File: config.mk
export PLATFORM = sky130hd
export DESIGN_NAME = lhsm_queue
export DESIGN_NICKNAME = d
export VERILOG_FILES = /design/src/rtl/latency_histogram_sequence_monitor_unit_macros.svh /design/src/rtl/lhsm_pkg.sv /design/src/rtl/lhsm_queue.sv
export SDC_FILE = /design/constraint.sdc
export NUM_CORES = 1
export LEC_CHECK = 0
export ABC_AREA = 1
export BUFFER_PORTS_ARGS = -buffer_cell sky130_fd_sc_hd__buf_2
export CAP_MARGIN = 20
export CORE_ASPECT_RATIO = 1.25
export CORE_UTILIZATION = 57
export CTS_CLUSTER_DIAMETER = 50
export CTS_CLUSTER_SIZE = 8
export DETAILED_ROUTE_END_ITERATION = 8
export PLACE_DENSITY = 0.91
export SLEW_MARGIN = 10
export SYNTH_ARGS = -nofsm -noshare
export SYNTH_HDL_FRONTEND = slang
export SYNTH_SLANG_ARGS = --single-unit
File: constraint.sdc
create_clock -name i_clk -period 3.3 [get_ports i_clk]
set_clock_uncertainty 0.15 [all_clocks]
set_input_delay 0.33 -clock i_clk [delete_from_list [all_inputs] [get_ports i_clk]]
set_output_delay 0.33 -clock i_clk [all_outputs]
set_load 0.05 [all_outputs]
File: src/rtl/latency_histogram_sequence_monitor_unit_macros.svh
// Assertion macros shared by the latency histogram sequence monitor RTL.
`ifndef LATENCY_HISTOGRAM_SEQUENCE_MONITOR_UNIT_MACROS_SVH
`define LATENCY_HISTOGRAM_SEQUENCE_MONITOR_UNIT_MACROS_SVH

// Same-cycle implication, checked outside reset.
`define LHSM_ASSERT_NOW(label, clk, rst_n, ante, cons, msg) \
    label: assert property (@(posedge clk) disable iff (!(rst_n)) (ante) |-> (cons)) \
        else $error(msg);

// Next-cycle implication, checked outside reset.
`define LHSM_ASSERT_NEXT(label, clk, rst_n, ante, cons, msg) \
    label: assert property (@(posedge clk) disable iff (!(rst_n)) (ante) |=> (cons)) \
        else $error(msg);

`endif

File: src/rtl/lhsm_pkg.sv
// Shared types, constants and helper functions of the latency histogram monitor.
package lhsm_pkg;

    // Default configuration of the top level.
    localparam int LHSM_DECADES   = 4;
    localparam int LHSM_TIME_BITS = 48;

    // Fixed field widths.
    localparam int TS_W   = 48;
    localparam int SEQ_W  = 64;
    localparam int CNT_W  = 32;
    localparam int SUM_W  = 64;
    localparam int DEC_W  = 2;
    localparam int SLOT_W = 7;

    // Histogram geometry: each decade occupies one row of 2**SLOT_W words.
    localparam int SLOTS     = 100;
    localparam int SLOT_ROWS = 2 ** SLOT_W;

    // Depth of the queue between front and back end; must be a power of two.
    localparam int Q_DEPTH = 4;

    localparam logic [CNT_W-1:0] CNT_MAX = {CNT_W{1'b1}};

    // Upper bounds of the four decades.
    localparam logic [TS_W-1:0] DEC_LIMIT_0 = 48'd100;
    localparam logic [TS_W-1:0] DEC_LIMIT_1 = 48'd1000;
    localparam logic [TS_W-1:0] DEC_LIMIT_2 = 48'd10000;
    localparam logic [TS_W-1:0] DEC_LIMIT_3 = 48'd100000;

    // Decade code of a latency beyond the last decade.
    localparam logic [2:0] DEC_NONE = 3'd4;

    // Reciprocal multipliers for the slot divisions; exact over each decade's range.
    localparam logic [7:0]  RCP_DIV10   = 8'd205;
    localparam int          SH_DIV10    = 11;
    localparam logic [12:0] RCP_DIV100  = 13'd5243;
    localparam int          SH_DIV100   = 19;
    localparam logic [17:0] RCP_DIV1000 = 18'd134218;
    localparam int          SH_DIV1000  = 27;

    typedef enum logic [2:0] {
        ST_IN_ORDER = 3'd0,
        ST_GAP      = 3'd1,
        ST_DUP      = 3'd2,
        ST_STALE    = 3'd3,
        ST_FUTURE   = 3'd4,
        ST_NO_STAMP = 3'd5,
        ST_BIN_READ = 3'd6
    } t_status;

    typedef struct packed {
        logic              mode;
        logic [TS_W-1:0]   sent_time_ms;
        logic [TS_W-1:0]   arrival_time_ms;
        logic [SEQ_W-1:0]  sequence_number;
        logic [DEC_W-1:0]  bin_decade;
        logic [SLOT_W-1:0] bin_slot;
    } t_in_item;

    typedef struct packed {
        t_status          status;
        logic [TS_W-1:0]  value;
        logic [CNT_W-1:0] record_count;
        logic [CNT_W-1:0] dropped_count;
        logic [CNT_W-1:0] duplicate_count;
        logic [CNT_W-1:0] stale_count;
        logic [CNT_W-1:0] future_count;
        logic [CNT_W-1:0] no_stamp_count;
        logic [CNT_W-1:0] overflow_count;
        logic [TS_W-1:0]  least_latency;
        logic [TS_W-1:0]  peak_latency;
        logic [SUM_W-1:0] latency_sum;
    } t_out_item;

    typedef struct packed {
        logic [TS_W-1:0] start_time_ms;
    } t_cfg_item;

    // Classified work item handed from the front end to the back end.
    typedef struct packed {
        t_status           status;
        logic [TS_W-1:0]   latency;
        logic              hist_hit;
        logic              overflow;
        logic [DEC_W-1:0]  hist_decade;
        logic [SLOT_W-1:0] hist_slot;
        logic              drop_sat;
        logic [CNT_W-1:0]  drop_low;
    } t_job;

    typedef struct packed {
        logic push;
        logic pop;
        logic full;
    } t_q_stat;

    typedef struct packed {
        logic clearing;
        logic hist_we;
    } t_back_stat;

    // Increment that sticks at the counter maximum.
    function automatic logic [CNT_W-1:0] sat_inc(input logic [CNT_W-1:0] x);
        return (&x) ? x : x + 1'b1;
    endfunction

endpackage

File: src/rtl/lhsm_queue.sv
// Short job queue that decouples the front end from the back end.
module lhsm_queue import lhsm_pkg::*; (
    input  logic    i_clk,
    input  logic    i_rst_n,
    input  logic    i_push,
    input  t_job    i_job,
    input  logic    i_pop,
    output logic    o_valid,
    output t_job    o_job,
    output logic    o_full,
    output t_q_stat o_stat
);

    localparam int PTR_W = $clog2(Q_DEPTH);
    localparam int CNT_QW = $clog2(Q_DEPTH + 1);

    t_job              r_entries [Q_DEPTH];
    logic [PTR_W-1:0]  r_wr_ptr;
    logic [PTR_W-1:0]  r_rd_ptr;
    logic [CNT_QW-1:0] r_count;

    assign o_valid = r_count != '0;
    assign o_full  = r_count == CNT_QW'(Q_DEPTH);
    assign o_job   = r_entries[r_rd_ptr];

    assign o_stat.push = i_push;
    assign o_stat.pop  = i_pop;
    assign o_stat.full = o_full;

    // Pointers and fill count.
    always_ff @(posedge i_clk) begin
        if (!i_rst_n) begin
            r_wr_ptr <= '0;
            r_rd_ptr <= '0;
            r_count  <= '0;
        end else begin
            if (i_push) begin
                r_wr_ptr <= r_wr_ptr + 1'b1;
            end
            if (i_pop) begin
                r_rd_ptr <= r_rd_ptr + 1'b1;
            end
            if (i_push && !i_pop) begin
                r_count <= r_count + 1'b1;
            end else if (i_pop && !i_push) begin
                r_count <= r_count - 1'b1;
            end
        end
    end

    // Entry storage.
    always_ff @(posedge i_clk) begin
        if (i_push) begin
            r_entries[r_wr_ptr] <= i_job;
        end
    end

endmodule

==> flow_metrics.py <==
metrics = {
    "run_status": {
        "status": "finished clean",
    },
    "critical_path": {
        "signal_arrival_time_at_the_worst_endpoint_ns": 2.58,
        "reg2reg_slack_ns": 1.34,
        "worst_setup_path_end_kind": "output port",
        "r2r.worst_path.cells": 5,
        "launching_point_of_the_worst_reg2reg_path": "r_wr_ptr[1]",
        "r2r-end": "r_entries[1][60]",
        "worstPathMaxFanout": 65,
        "critical_path_required_ns": 2.82,
        "path_class": "flop to output port",
        "worst_setup_path_start_kind": "flop",
    },
    "clock_tree": {
        "worstSkewPairLatency_ns": 0.53,
        "tritoncts.num_buffers": 54,
        "tritoncts_clock_tree": "yes",
        "root_buffer": "clkbuf_16",
        "cts_buffer_depth": 3,
        "sink_count": 389,
        "clkSlewWorstSetupHoldPaths_ns": 0.05,
        "clock_tree.htree_level_count": 2,
    },
    "detailed_routing": {
        "detail_route.wl_per_cell_um": 21.6,
        "drtIter0Drc": 877,
        "route.detailed.drc": 0,
        "ant_nets": 0,
        "avgViaCountPerCell": 5.95,
        "routed-via-count": 9780,
        "dr.pass1.iters": 7,
        "drt_wl_total_um": 35500,
    },
    "floorplanning": {
        "fp.dieArea_sq_um": 26100,
        "floorplan.core_area_sq_um": 25100,
        "number_of_i_o_pins": 199,
        "rows": 65,
        "chipHeight_um": 181,
        "die_w_um": 145,
        "start_util_pct": 57.8,
    },
    "power_and_ir_drop": {
        "seq_power_share_pct": 47.0,
        "internal_power_uw": 9050,
        "power.density_cell_area_nw_per_um2": 670,
        "comb_power_share_pct": 13.2,
        "power.ir.vdd_worst_uv": 524,
        "reported_leakage_power_uw": 0.00650,
        "power_switching_share_pct": 26.0,
        "switching_power_uw": 3170,
        "share_clk_of_total_power_pct": 39.9,
    },
    "hold_path": {
        "min_delay_path_depth": 4,
        "holdCritPathClass": "primary input to flop",
        "worstHoldStart": "i_pop",
    },
    "grt": {
        "grtUsageTotal_pct": 27.1,
        "vias_in_the_first_global_route": 10000,
        "first_pass_grt_wire_length_um": 52900,
        "pin_count_of_the_biggest_net_entering_global_routing": 133,
        "overflow_after_grt": 0,
        "antenna_found_initial": 2,
    },
    "sta": {
        "setup_viol": 0,
        "worst_pin_slew_ns": 0.785,
        "final_min_period_over_clock_period_pct": 92.8,
        "grt_setup_unrepaired": "no",
        "fin_hold_ws_ns": 0.0283,
        "max_freq_mhz": 327,
        "finalHoldViolations": 0,
        "final_tns_setup_ns": 0,
        "layout_min_cycle_time_ns": 3.06,
        "maxSlewHeadroom_pct": 47.7,
        "maxSlewViolCount": 0,
    },
    "synthesis": {
        "yosys-top-cells-area": "edfxtp_1 79%, o21ai_0 6.3%, nor2_1 5.1%",
        "netlist.area_leader.share_pct": 78.5,
        "synth.ff_latch_count": 389,
        "synth_nets": 1085,
        "ys_seq_area_share_pct": 79.8,
        "synth-warning-count": 0,
        "synthDistinctLibCells": 22,
        "synth_area_leader_cell": "edfxtp_1",
        "synthCells": 980,
        "post_synthesis_cell_area_sq_um": 14500,
        "syn_avg_cell_area_sq_um": 14.8,
    },
    "layout": {
        "count_of_filler_cells_inserted_in_the_layout": 1404,
        "final_net_count": 1390,
        "syn_to_final_growth_pct": 25.5,
        "fraction_of_layout_instances_using_a_drive_strength_above_1_pct": 21.6,
    },
    "flow_run": {
        "drv.max_cap_violation_count": 0,
    },
    "placement": {
        "port_buffers": 198,
        "gp_congestion": 0.767,
        "detail_placement_hpwl_um": 17100,
    },
}
==> per-layer routing <==
metal | routed length [um] | GRT usage (%)
met1 | 12600 | 31.2
met5 | 0 | 0
met2 | 18600 | 47.8
met4 | 1220 | 12.3
met3 | 3100 | 5.77
==> cells in the final DEF (no fill, tap or decap), types with 2 or more instances in the layout <==
master,synthesis,routed
edfxtp_1,380,380
buf_2,19,198
nor2_1,196,196
o21ai_0,182,182
dlygate4sd3_1,0,96
o22ai_1,95,95
clkbuf_16,0,55
clkbuf_1,18,21
o21ai_1,14,14
inv_1,15,11
buf_4,5,11
nand2_1,10,10
buf_12,1,8
dfxtp_1,9,7
ha_1,5,5
inv_4,0,4
a21oi_1,4,4
diode_2,0,3
inv_6,1,2
dfxtp_4,0,2
==> flip-flops by register name (all words and copies together) (netlist names), named ones only <==
signal	flops
r_count	3
r_entries	380
r_rd_ptr	2
r_wr_ptr	2
==> stage by stage <==
stage | setup WS (ns) | instances | util, % | power, uW | cell area [sq um]
after detailed placement | 0.742 | 1467 | 62.8 | 7290 | 15800
final | 0.237 | 1645 | 72.6 | 12200 | 18200
after CTS | 0.103 | 1641 | 72.5 | 12200 | 18200
after floorplan | 0.277 | 980 | - | 6870 | 14500
after global routing | 0.0930 | 1643 | 72.5 | 12500 | 18200
after global placement | 0.825 | 1467 | 62.8 | 7240 | 15800
==> synth_stat cells <==
library cell and count:
edfxtp_1 380, nor2_1 196, o21ai_0 182, o22ai_1 95, buf_2 19, clkbuf_1 18
inv_1 15, o21ai_1 14, buf_6 13, nand2_1 10, dfxtp_1 9, clkbuf_2 8
buf_4 5, ha_1 5, a21oi_1 4, buf_12 1, fa_1 1, inv_2 1
inv_6 1, nand3_1 1, nand4_1 1, nor3_1 1
==> area by class of cell <==
class	count	area, sq um	area share [%]
Clock inverter	2	13.8	0.0755
Inverter	17	78.8	0.432
Clock buffer	76	1460	7.98
Sequential cell	389	11600	63.6
Tap cell	335	419	2.30
Antenna cell	3	7.51	0.0412
Multi-Input combinational cell	510	2470	13.5
Timing Repair Buffer	313	2190	12.0
==> critical path, stage by stage, from the launching register on <==
cell	delay (ns)
dfxtp_4	0.47
inv_6	0.42
buf_4	0.40
o21ai_0	0.16
o22ai_1	0.24
buf_2	0.32
==> repair_timing <==
item                                   CTS  global route
setup endpoints to repair                0             8
endpoints found under the hold margin  389             0
hold buffers                            96             0
resized for setup                        0             0
setup buffers                            0             1
==> power by group through the flow <==
stage	registers (uW)	logic [uW]	clock network, uW
detailed placement	5830	1460	0
CTS	5740	1560	4860
global placement	5820	1420	0
global route	5750	1700	5090
finish	5740	1610	4870
floorplan	5800	1070	0
==> worst max-delay path by stage <==
stage / to / depth (start not counted) / start
4_1_cts: o_job[16] / 4 / flop
3_3_place_gp: o_job[32] / 4 / flop
2_1_floorplan: r_entries[2][0] / 4 / r_wr_ptr[0]
3_5_place_dp: o_job[51] / 4 / flop
6_report: o_job[32] / 5 / flop
5_1_grt: o_job[32] / 5 / flop
==> kinds of logic after synthesis <==
family	Yosys count	synth area share, %
AND/OR/NAND/NOR	209	5.43
adder cells (fa/ha/maj)	6	0.568
AO/OA/AOI/OAI	295	11.0
buffers and inverters	81	3.27
flip-flops	389	79.8
Power figures use the tool's default switching activity.
