### config.mk
export PLATFORM = sky130hd
export DESIGN_NAME = lhsm_front
export DESIGN_NICKNAME = d
export VERILOG_FILES = /design/src/rtl/latency_histogram_sequence_monitor_unit_macros.svh /design/src/rtl/lhsm_pkg.sv /design/src/rtl/lhsm_front.sv
export SDC_FILE = /design/constraint.sdc
export NUM_CORES = 1
export LEC_CHECK = 0
export ABC_AREA = 1
export ABC_CLOCK_PERIOD_IN_PS = 18350
export BUFFER_PORTS_ARGS = -buffer_cell sky130_fd_sc_hd__buf_4
export CAP_MARGIN = 10
export CORE_ASPECT_RATIO = 0.7
export CORE_UTILIZATION = 25
export DETAILED_ROUTE_END_ITERATION = 8
export GPL_TIMING_DRIVEN = 0
export PLACE_DENSITY = 0.4
export SETUP_SLACK_MARGIN = 0.5
export SLEW_MARGIN = 20
export SYNTH_ARGS = -nofsm -noshare
export SYNTH_HDL_FRONTEND = slang
export SYNTH_SLANG_ARGS = --single-unit
### constraint.sdc
create_clock -name i_clk -period 18.35 [get_ports i_clk]
set_input_delay 0.9175 -clock i_clk [delete_from_list [all_inputs] [get_ports i_clk]]
set_output_delay 0.9175 -clock i_clk [all_outputs]
set_load 0.01 [all_outputs]
### src/rtl/latency_histogram_sequence_monitor_unit_macros.svh
// Assertion macros shared by the latency histogram sequence monitor RTL.
`ifndef LATENCY_HISTOGRAM_SEQUENCE_MONITOR_UNIT_MACROS_SVH
`define LATENCY_HISTOGRAM_SEQUENCE_MONITOR_UNIT_MACROS_SVH

// Same-cycle implication, checked outside reset.
`define LHSM_ASSERT_NOW(label, clk, rst_n, ante, cons, msg) \
    label: assert property (@(posedge clk) disable iff (!(rst_n)) (ante) |-> (cons)) \
        else $error(msg);

// Next-cycle implication, checked outside reset.
`define LHSM_ASSERT_NEXT(label, clk, rst_n, ante, cons, msg) \
    label: assert property (@(posedge clk) disable iff (!(rst_n)) (ante) |=> (cons)) \
        else $error(msg);

`endif

### src/rtl/lhsm_pkg.sv
// Shared types, constants and helper functions of the latency histogram monitor.
package lhsm_pkg;

    // Default configuration of the top level.
    localparam int LHSM_DECADES   = 4;
    localparam int LHSM_TIME_BITS = 48;

    // Fixed field widths.
    localparam int TS_W   = 48;
    localparam int SEQ_W  = 64;
    localparam int CNT_W  = 32;
    localparam int SUM_W  = 64;
    localparam int DEC_W  = 2;
    localparam int SLOT_W = 7;

    // Histogram geometry: each decade occupies one row of 2**SLOT_W words.
    localparam int SLOTS     = 100;
    localparam int SLOT_ROWS = 2 ** SLOT_W;

    // Depth of the queue between front and back end; must be a power of two.
    localparam int Q_DEPTH = 4;

    localparam logic [CNT_W-1:0] CNT_MAX = {CNT_W{1'b1}};

    // Upper bounds of the four decades.
    localparam logic [TS_W-1:0] DEC_LIMIT_0 = 48'd100;
    localparam logic [TS_W-1:0] DEC_LIMIT_1 = 48'd1000;
    localparam logic [TS_W-1:0] DEC_LIMIT_2 = 48'd10000;
    localparam logic [TS_W-1:0] DEC_LIMIT_3 = 48'd100000;

    // Decade code of a latency beyond the last decade.
    localparam logic [2:0] DEC_NONE = 3'd4;

    // Reciprocal multipliers for the slot divisions; exact over each decade's range.
    localparam logic [7:0]  RCP_DIV10   = 8'd205;
    localparam int          SH_DIV10    = 11;
    localparam logic [12:0] RCP_DIV100  = 13'd5243;
    localparam int          SH_DIV100   = 19;
    localparam logic [17:0] RCP_DIV1000 = 18'd134218;
    localparam int          SH_DIV1000  = 27;

    typedef enum logic [2:0] {
        ST_IN_ORDER = 3'd0,
        ST_GAP      = 3'd1,
        ST_DUP      = 3'd2,
        ST_STALE    = 3'd3,
        ST_FUTURE   = 3'd4,
        ST_NO_STAMP = 3'd5,
        ST_BIN_READ = 3'd6
    } t_status;

    typedef struct packed {
        logic              mode;
        logic [TS_W-1:0]   sent_time_ms;
        logic [TS_W-1:0]   arrival_time_ms;
        logic [SEQ_W-1:0]  sequence_number;
        logic [DEC_W-1:0]  bin_decade;
        logic [SLOT_W-1:0] bin_slot;
    } t_in_item;

    typedef struct packed {
        t_status          status;
        logic [TS_W-1:0]  value;
        logic [CNT_W-1:0] record_count;
        logic [CNT_W-1:0] dropped_count;
        logic [CNT_W-1:0] duplicate_count;
        logic [CNT_W-1:0] stale_count;
        logic [CNT_W-1:0] future_count;
        logic [CNT_W-1:0] no_stamp_count;
        logic [CNT_W-1:0] overflow_count;
        logic [TS_W-1:0]  least_latency;
        logic [TS_W-1:0]  peak_latency;
        logic [SUM_W-1:0] latency_sum;
    } t_out_item;

    typedef struct packed {
        logic [TS_W-1:0] start_time_ms;
    } t_cfg_item;

    // Classified work item handed from the front end to the back end.
    typedef struct packed {
        t_status           status;
        logic [TS_W-1:0]   latency;
        logic              hist_hit;
        logic              overflow;
        logic [DEC_W-1:0]  hist_decade;
        logic [SLOT_W-1:0] hist_slot;
        logic              drop_sat;
        logic [CNT_W-1:0]  drop_low;
    } t_job;

    typedef struct packed {
        logic push;
        logic pop;
        logic full;
    } t_q_stat;

    typedef struct packed {
        logic clearing;
        logic hist_we;
    } t_back_stat;

    // Increment that sticks at the counter maximum.
    function automatic logic [CNT_W-1:0] sat_inc(input logic [CNT_W-1:0] x);
        return (&x) ? x : x + 1'b1;
    endfunction

endpackage

### src/rtl/lhsm_front.sv
// Front end: accepts items, classifies stamps, checks sequence and computes the bin.
module lhsm_front import lhsm_pkg::*; #(
    parameter int DECADES   = LHSM_DECADES,
    parameter int TIME_BITS = LHSM_TIME_BITS
) (
    input  logic      i_clk,
    input  logic      i_rst_n,
    input  logic      i_in_valid,
    output logic      o_in_ready,
    input  t_in_item  i_in_item,
    input  logic      i_hold,
    input  logic      i_cfg_valid,
    output logic      o_cfg_ready,
    input  t_cfg_item i_cfg_item,
    output logic      o_push,
    output t_job      o_job,
    input  logic      i_full
);

    localparam int TB = (TIME_BITS < TS_W) ? TIME_BITS : TS_W;
    localparam logic [TS_W-1:0] TIME_MASK = {TS_W{1'b1}} >> (TS_W - TB);

    typedef struct packed {
        t_status           status;
        logic [TS_W-1:0]   latency;
        logic [SEQ_W-1:0]  seq;
        logic              rd_hit;
        logic [DEC_W-1:0]  rd_decade;
        logic [SLOT_W-1:0] rd_slot;
    } t_f1;

    logic [TS_W-1:0]  r_start;
    logic             r_f1_v;
    t_f1              r_f1;
    t_f1              n_f1;
    logic [SEQ_W-1:0] r_exp_seq;
    logic [SEQ_W-1:0] n_exp_seq;

    logic [TS_W-1:0] sent;
    logic [TS_W-1:0] now;
    logic [TS_W-1:0] start;
    logic            in_acc;
    logic            rec_valid;

    logic [SEQ_W:0]    seq_diff;
    logic [2:0]        dec;
    logic [SLOT_W-1:0] slot;
    logic              dec_ok;
    logic [17:0]       prod10;
    logic [26:0]       prod100;
    logic [34:0]       prod1000;

    assign o_cfg_ready = 1'b1;
    assign o_push      = r_f1_v && !i_full;
    assign o_in_ready  = (!r_f1_v || !i_full) && !i_hold;
    assign in_acc      = i_in_valid && o_in_ready;

    // Stamp classification of an incoming item.
    always_comb begin
        sent  = i_in_item.sent_time_ms & TIME_MASK;
        now   = i_in_item.arrival_time_ms & TIME_MASK;
        start = r_start & TIME_MASK;
        n_f1           = '0;
        n_f1.seq       = i_in_item.sequence_number;
        n_f1.rd_decade = i_in_item.bin_decade;
        n_f1.rd_slot   = i_in_item.bin_slot;
        n_f1.rd_hit    = ({1'b0, i_in_item.bin_decade} < 3'(DECADES))
                      && (i_in_item.bin_slot < SLOT_W'(SLOTS));
        if (i_in_item.mode) begin
            n_f1.status = ST_BIN_READ;
        end else if (sent == '0) begin
            n_f1.status = ST_NO_STAMP;
        end else if (sent < start) begin
            n_f1.status = ST_STALE;
        end else if (now < sent) begin
            n_f1.status = ST_FUTURE;
        end else begin
            n_f1.status  = ST_IN_ORDER;
            n_f1.latency = now - sent;
        end
    end

    // Slot within each decade by reciprocal multiplication.
    assign prod10   = {8'b0, r_f1.latency[9:0]} * {10'b0, RCP_DIV10};
    assign prod100  = {13'b0, r_f1.latency[13:0]} * {14'b0, RCP_DIV100};
    assign prod1000 = {18'b0, r_f1.latency[16:0]} * {17'b0, RCP_DIV1000};

    // Decade selection of the latency.
    always_comb begin
        if (r_f1.latency < DEC_LIMIT_0) begin
            dec  = 3'd0;
            slot = r_f1.latency[SLOT_W-1:0];
        end else if (r_f1.latency < DEC_LIMIT_1) begin
            dec  = 3'd1;
            slot = prod10[SH_DIV10 +: SLOT_W];
        end else if (r_f1.latency < DEC_LIMIT_2) begin
            dec  = 3'd2;
            slot = prod100[SH_DIV100 +: SLOT_W];
        end else if (r_f1.latency < DEC_LIMIT_3) begin
            dec  = 3'd3;
            slot = prod1000[SH_DIV1000 +: SLOT_W];
        end else begin
            dec  = DEC_NONE;
            slot = '0;
        end
        dec_ok = dec < 3'(DECADES);
    end

    // Sequence check against the expected number and job assembly.
    always_comb begin
        rec_valid = r_f1.status == ST_IN_ORDER;
        seq_diff  = {1'b0, r_f1.seq} - {1'b0, r_exp_seq};
        n_exp_seq = r_f1.seq + 1'b1;
        o_job          = '0;
        o_job.status   = r_f1.status;
        o_job.latency  = r_f1.latency;
        o_job.drop_sat = |seq_diff[SEQ_W-1:CNT_W];
        o_job.drop_low = seq_diff[CNT_W-1:0];
        if (r_f1.status == ST_BIN_READ) begin
            o_job.hist_hit    = r_f1.rd_hit;
            o_job.hist_decade = r_f1.rd_decade;
            o_job.hist_slot   = r_f1.rd_slot;
        end else begin
            o_job.hist_hit    = rec_valid && dec_ok;
            o_job.overflow    = rec_valid && !dec_ok;
            o_job.hist_decade = dec[DEC_W-1:0];
            o_job.hist_slot   = slot;
        end
        if (rec_valid && (r_f1.seq != '0) && (r_f1.seq != r_exp_seq)) begin
            o_job.status = seq_diff[SEQ_W] ? ST_DUP : ST_GAP;
        end
    end

    // Control state: start register, stage valid and expected sequence.
    always_ff @(posedge i_clk) begin
        if (!i_rst_n) begin
            r_start   <= '0;
            r_f1_v    <= 1'b0;
            r_exp_seq <= '0;
        end else begin
            if (i_cfg_valid) begin
                r_start <= i_cfg_item.start_time_ms;
            end
            if (in_acc) begin
                r_f1_v <= 1'b1;
            end else if (o_push) begin
                r_f1_v <= 1'b0;
            end
            if (o_push && rec_valid) begin
                r_exp_seq <= n_exp_seq;
            end
        end
    end

    // Stage payload.
    always_ff @(posedge i_clk) begin
        if (in_acc) begin
            r_f1 <= n_f1;
        end
    end

endmodule

==> flow_summary.json <==
{
  "ctsHoldBuffers": 0,
  "clock_skew_ps": 34.81,
  "nets": 5731,
  "io_buffers": 320,
  "dp_cells": 6543,
  "io_pins": 322,
  "timing.critical_path.to_type": "output pin",
  "seqCellArea_um2": 6016,
  "global_route_wire_length_before_repair_um": 192800,
  "post-route-min-period_ps": 8125,
  "crit_required_ps": 17430,
  "timing.hold.worst.start": "r_start[0]$_SDFFE_PN0P_",
  "cts_post_setup_buffers_inserted": 0,
  "path_type_of_the_worst_min_delay_path": "flip-flop to flip-flop",
  "place.detailed.hpwl_um": 116800,
  "critPathMaxFanout": 13,
  "final.hold.worst_slack_ps": 456.9,
  "leakagePower_uw": 0.01932,
  "first_iter_violations": 2260,
  "vias_in_the_first_global_route": 28580,
  "syn-cell-area_um2": 30930,
  "core.rowCount": 107,
  "startpoint_type": "flip-flop",
  "clock_insertion_delay_worst_skew_ps": 610,
  "r2r_start": "r_f1[33]$_DFFE_PP_",
  "synth_top_cell_by_area": "sky130_fd_sc_hd__ha_1",
  "grt_setup_unrepaired": "no",
  "tightestPinTransition_ps": 1177,
  "synth.yosys.warnings": 0,
  "synth_top_cell_area_share": 0.1780,
  "synth_edf_count": 125,
  "die_x_um": 422.4,
  "resized_cells_post_cts": 0,
  "relative_area_change_from_synthesis_to_final_layout_pct": 18.77,
  "multiInputGateArea_um2": 20340,
  "final-instance-count-excl-fill": 6614,
  "totalPowerFinal_uw": 2327,
  "netlist_top_cells_count": "sky130_fd_sc_hd__inv_1 (1063), sky130_fd_sc_hd__nand2_1 (1049), sky130_fd_sc_hd__ha_1 (440)",
  "grt_usage": 0.2114,
  "htree_levels": 2,
  "cap_viol_max_count": 0,
  "postSynth.topFlopCell": "sky130_fd_sc_hd__edfxtp_1",
  "outcome": "finished clean",
  "drtAntennaViolNets": 0,
  "cts_tree": "done",
  "place_ws_ps": 10850,
  "reg2reg_depth": 9,
  "global_route.overflow_total": 0,
  "dieArea_um2": 125200,
  "synthArstFlopShare": 0,
  "proportion_of_layout_cells_with_a_drive_suffix_above_1": 0.1032,
  "initial_utilization": 0.2530,
  "report.final.slew_viol_count": 0,
  "synth-seq-cells": 238,
  "vias_after_detailed_routing": 29780,
  "clkTransAtPathRegs_ps": 70,
  "grt_max_degree": 17,
  "final_wirelength_um": 133400,
  "data_arrival_time_of_the_critical_path_ps": 7210,
  "drc": 0,
  "routed_via_density": 4.503,
  "synth.avg_cell_area_um2": 6.772,
  "place_congestion": 0.9541,
  "tritoncts.num_buffers": 34,
  "postSynthNetCount": 5354,
  "synth_sequential_area_ratio": 0.1945,
  "max-slew-margin-rel": 0.2155,
  "worst_setup_path_startpoint": "o_job[50]$_SDFFCE_PP0P_",
  "final.setup.tns_ps": 0,
  "finalSetupViolCount": 0,
  "ir_drop_v": 0.00005682,
  "clockRootBuffer": "sky130_fd_sc_hd__clkbuf_16",
  "timing.rr.end": "r_exp_seq[63]$_SDFFE_PN0P_",
  "achievable-frequency_ghz": 0.1231,
  "fin_worst_setup_slack_ps": 10230,
  "timing.hold.worst_path_depth": 2,
  "criticalPathCategory": "flip-flop to output pin",
  "critPathCapture": "o_job[37]",
  "synth_cell_types": 55,
  "worst_case_clock_buffer_depth": 3,
  "area_of_the_core_um2": 122200,
  "pwr_per_cell_area_nw_per_um2": 63.35,
  "finalHoldViolations": 0,
  "die-height_um": 296.3,
  "detail_route.wl_per_cell_um": 20.16,
  "timing.reg2reg.setup_slack_ps": 14980,
  "nFillCells": 13670,
  "detail_route.first_pass.iterations": 6,
  "cts_num_sinks": 238,
  "synthCells": 4567,
  "final.period_utilization": 0.4428,
  "synth.most_common_cell": "sky130_fd_sc_hd__inv_1",
  "ys_top_cells_by_area": "sky130_fd_sc_hd__ha_1 (18%), sky130_fd_sc_hd__inv_1 (13%), sky130_fd_sc_hd__nand2_1 (13%), sky130_fd_sc_hd__edfxtp_1 (12%), sky130_fd_sc_hd__fa_1 (8.0%)",
  "grt_antenna_before_repair": 29
}
routing by layer:
layer | vias up | wire (µm) | track usage
met5 | - | 121 | 0
met1 | 13700 | 68200 | 0.3152
met3 | 111 | 11030 | 0.05954
met2 | 802 | 51690 | 0.2962
li1 | 15150 | - | -
met4 | 18 | 2327 | 0.04357
state kept, by name, summed over array words and instances (netlist names):
| register | flops |
|---|---|
| r_f1_v | 1 |
| o_job | 48 |
| r_start | 48 |
| r_exp_seq | 64 |
| r_f1 | 77 |
per-stage QoR:
step / util / instance area, µm²
2_1_floorplan: - / 30930
3_3_place_gp: 0.2894 / 35380
3_5_place_dp: 0.2913 / 35610
4_1_cts: 0.3003 / 36710
5_1_grt: 0.3005 / 36730
6_report: 0.3006 / 36740
area by class of cell:
class	instances	area share
multi-input combinational	3166	0.5538
sequential	238	0.1638
inverter	1070	0.1093
timing repair buffer	341	0.07118
tap	1635	0.05569
clock buffer	47	0.02561
buffer	93	0.01574
clock inverter	15	0.004325
antenna	9	0.0006131
worst max-delay path: stages (launching register included):
cell	delay [ps]
sky130_fd_sc_hd__edfxtp_1	1030
sky130_fd_sc_hd__inv_1	540
sky130_fd_sc_hd__ha_1	520
sky130_fd_sc_hd__ha_1	270
sky130_fd_sc_hd__fa_1	540
sky130_fd_sc_hd__inv_1	40
sky130_fd_sc_hd__fa_1	470
sky130_fd_sc_hd__inv_1	50
sky130_fd_sc_hd__fa_1	530
sky130_fd_sc_hd__inv_1	50
sky130_fd_sc_hd__fa_1	530
sky130_fd_sc_hd__inv_1	40
sky130_fd_sc_hd__ha_1	320
sky130_fd_sc_hd__nand2_1	90
sky130_fd_sc_hd__inv_1	60
sky130_fd_sc_hd__a21oi_1	300
sky130_fd_sc_hd__o21ai_0	200
sky130_fd_sc_hd__a21oi_1	240
sky130_fd_sc_hd__nand3_1	100
sky130_fd_sc_hd__nand3_1	90
sky130_fd_sc_hd__nand2_1	130
sky130_fd_sc_hd__nand2_1	90
sky130_fd_sc_hd__nand3_1	60
sky130_fd_sc_hd__nand2_1	90
sky130_fd_sc_hd__nand2_1	60
sky130_fd_sc_hd__buf_4	140
worst min-delay path by stage:
stage | end | slack, ps
final | r_start[0]$_SDFFE_PN0P_ | 460
after global routing | r_f1[58]$_DFFE_PP_ | 440
after CTS | r_f1[61]$_DFFE_PP_ | 420
after detailed placement | r_start[0]$_SDFFE_PN0P_ | 450
after global placement | r_start[0]$_SDFFE_PN0P_ | 440
after floorplan | r_start[0]$_SDFFE_PN0P_ | 430
cell usage in the layout, fill, tap and decap left out, types with 10 or more instances in the layout:
cell,synthesis,layout
sky130_fd_sc_hd__or2_2,10,10
sky130_fd_sc_hd__fa_1,123,123
sky130_fd_sc_hd__nor3_1,86,84
sky130_fd_sc_hd__ha_1,440,440
sky130_fd_sc_hd__nand4_1,58,58
sky130_fd_sc_hd__clkbuf_1,35,45
sky130_fd_sc_hd__nand2_1,1049,1049
sky130_fd_sc_hd__buf_4,49,386
sky130_fd_sc_hd__nand3b_1,16,16
sky130_fd_sc_hd__xor2_1,94,94
sky130_fd_sc_hd__xnor2_1,28,28
sky130_fd_sc_hd__inv_1,1063,1063
sky130_fd_sc_hd__nor2_1,379,379
sky130_fd_sc_hd__nor2_4,24,24
sky130_fd_sc_hd__a21oi_1,302,302
sky130_fd_sc_hd__o211ai_1,14,14
sky130_fd_sc_hd__a21o_1,24,24
sky130_fd_sc_hd__dfxtp_1,113,113
sky130_fd_sc_hd__edfxtp_1,125,125
sky130_fd_sc_hd__clkbuf_16,0,35
sky130_fd_sc_hd__a31oi_1,14,14
sky130_fd_sc_hd__o21ai_0,192,192
sky130_fd_sc_hd__nor4_1,34,34
sky130_fd_sc_hd__o21bai_1,23,23
sky130_fd_sc_hd__nand3_1,185,185
sky130_fd_sc_hd__o21ai_1,13,13
cells by family after synthesis:
group,share of synthesized area
compound gates,0.1068
xor+xnor,0.03455
fa+ha+maj,0.2576
buf+inv,0.1485
flops,0.1945
other cells,0.0001212
simple gates,0.2579
power by group:
group / internal, µW / total [µW] / leakage, µW / switching, µW
Sequential: 585 / 615 / 0.00213 / 29.9
Combinational: 375 / 1020 / 0.0167 / 650
Clock: 379 / 688 / 0.000532 / 309
Total: 1340 / 2330 / 0.0193 / 988
Note: power is estimated with default switching activity, not from simulation.
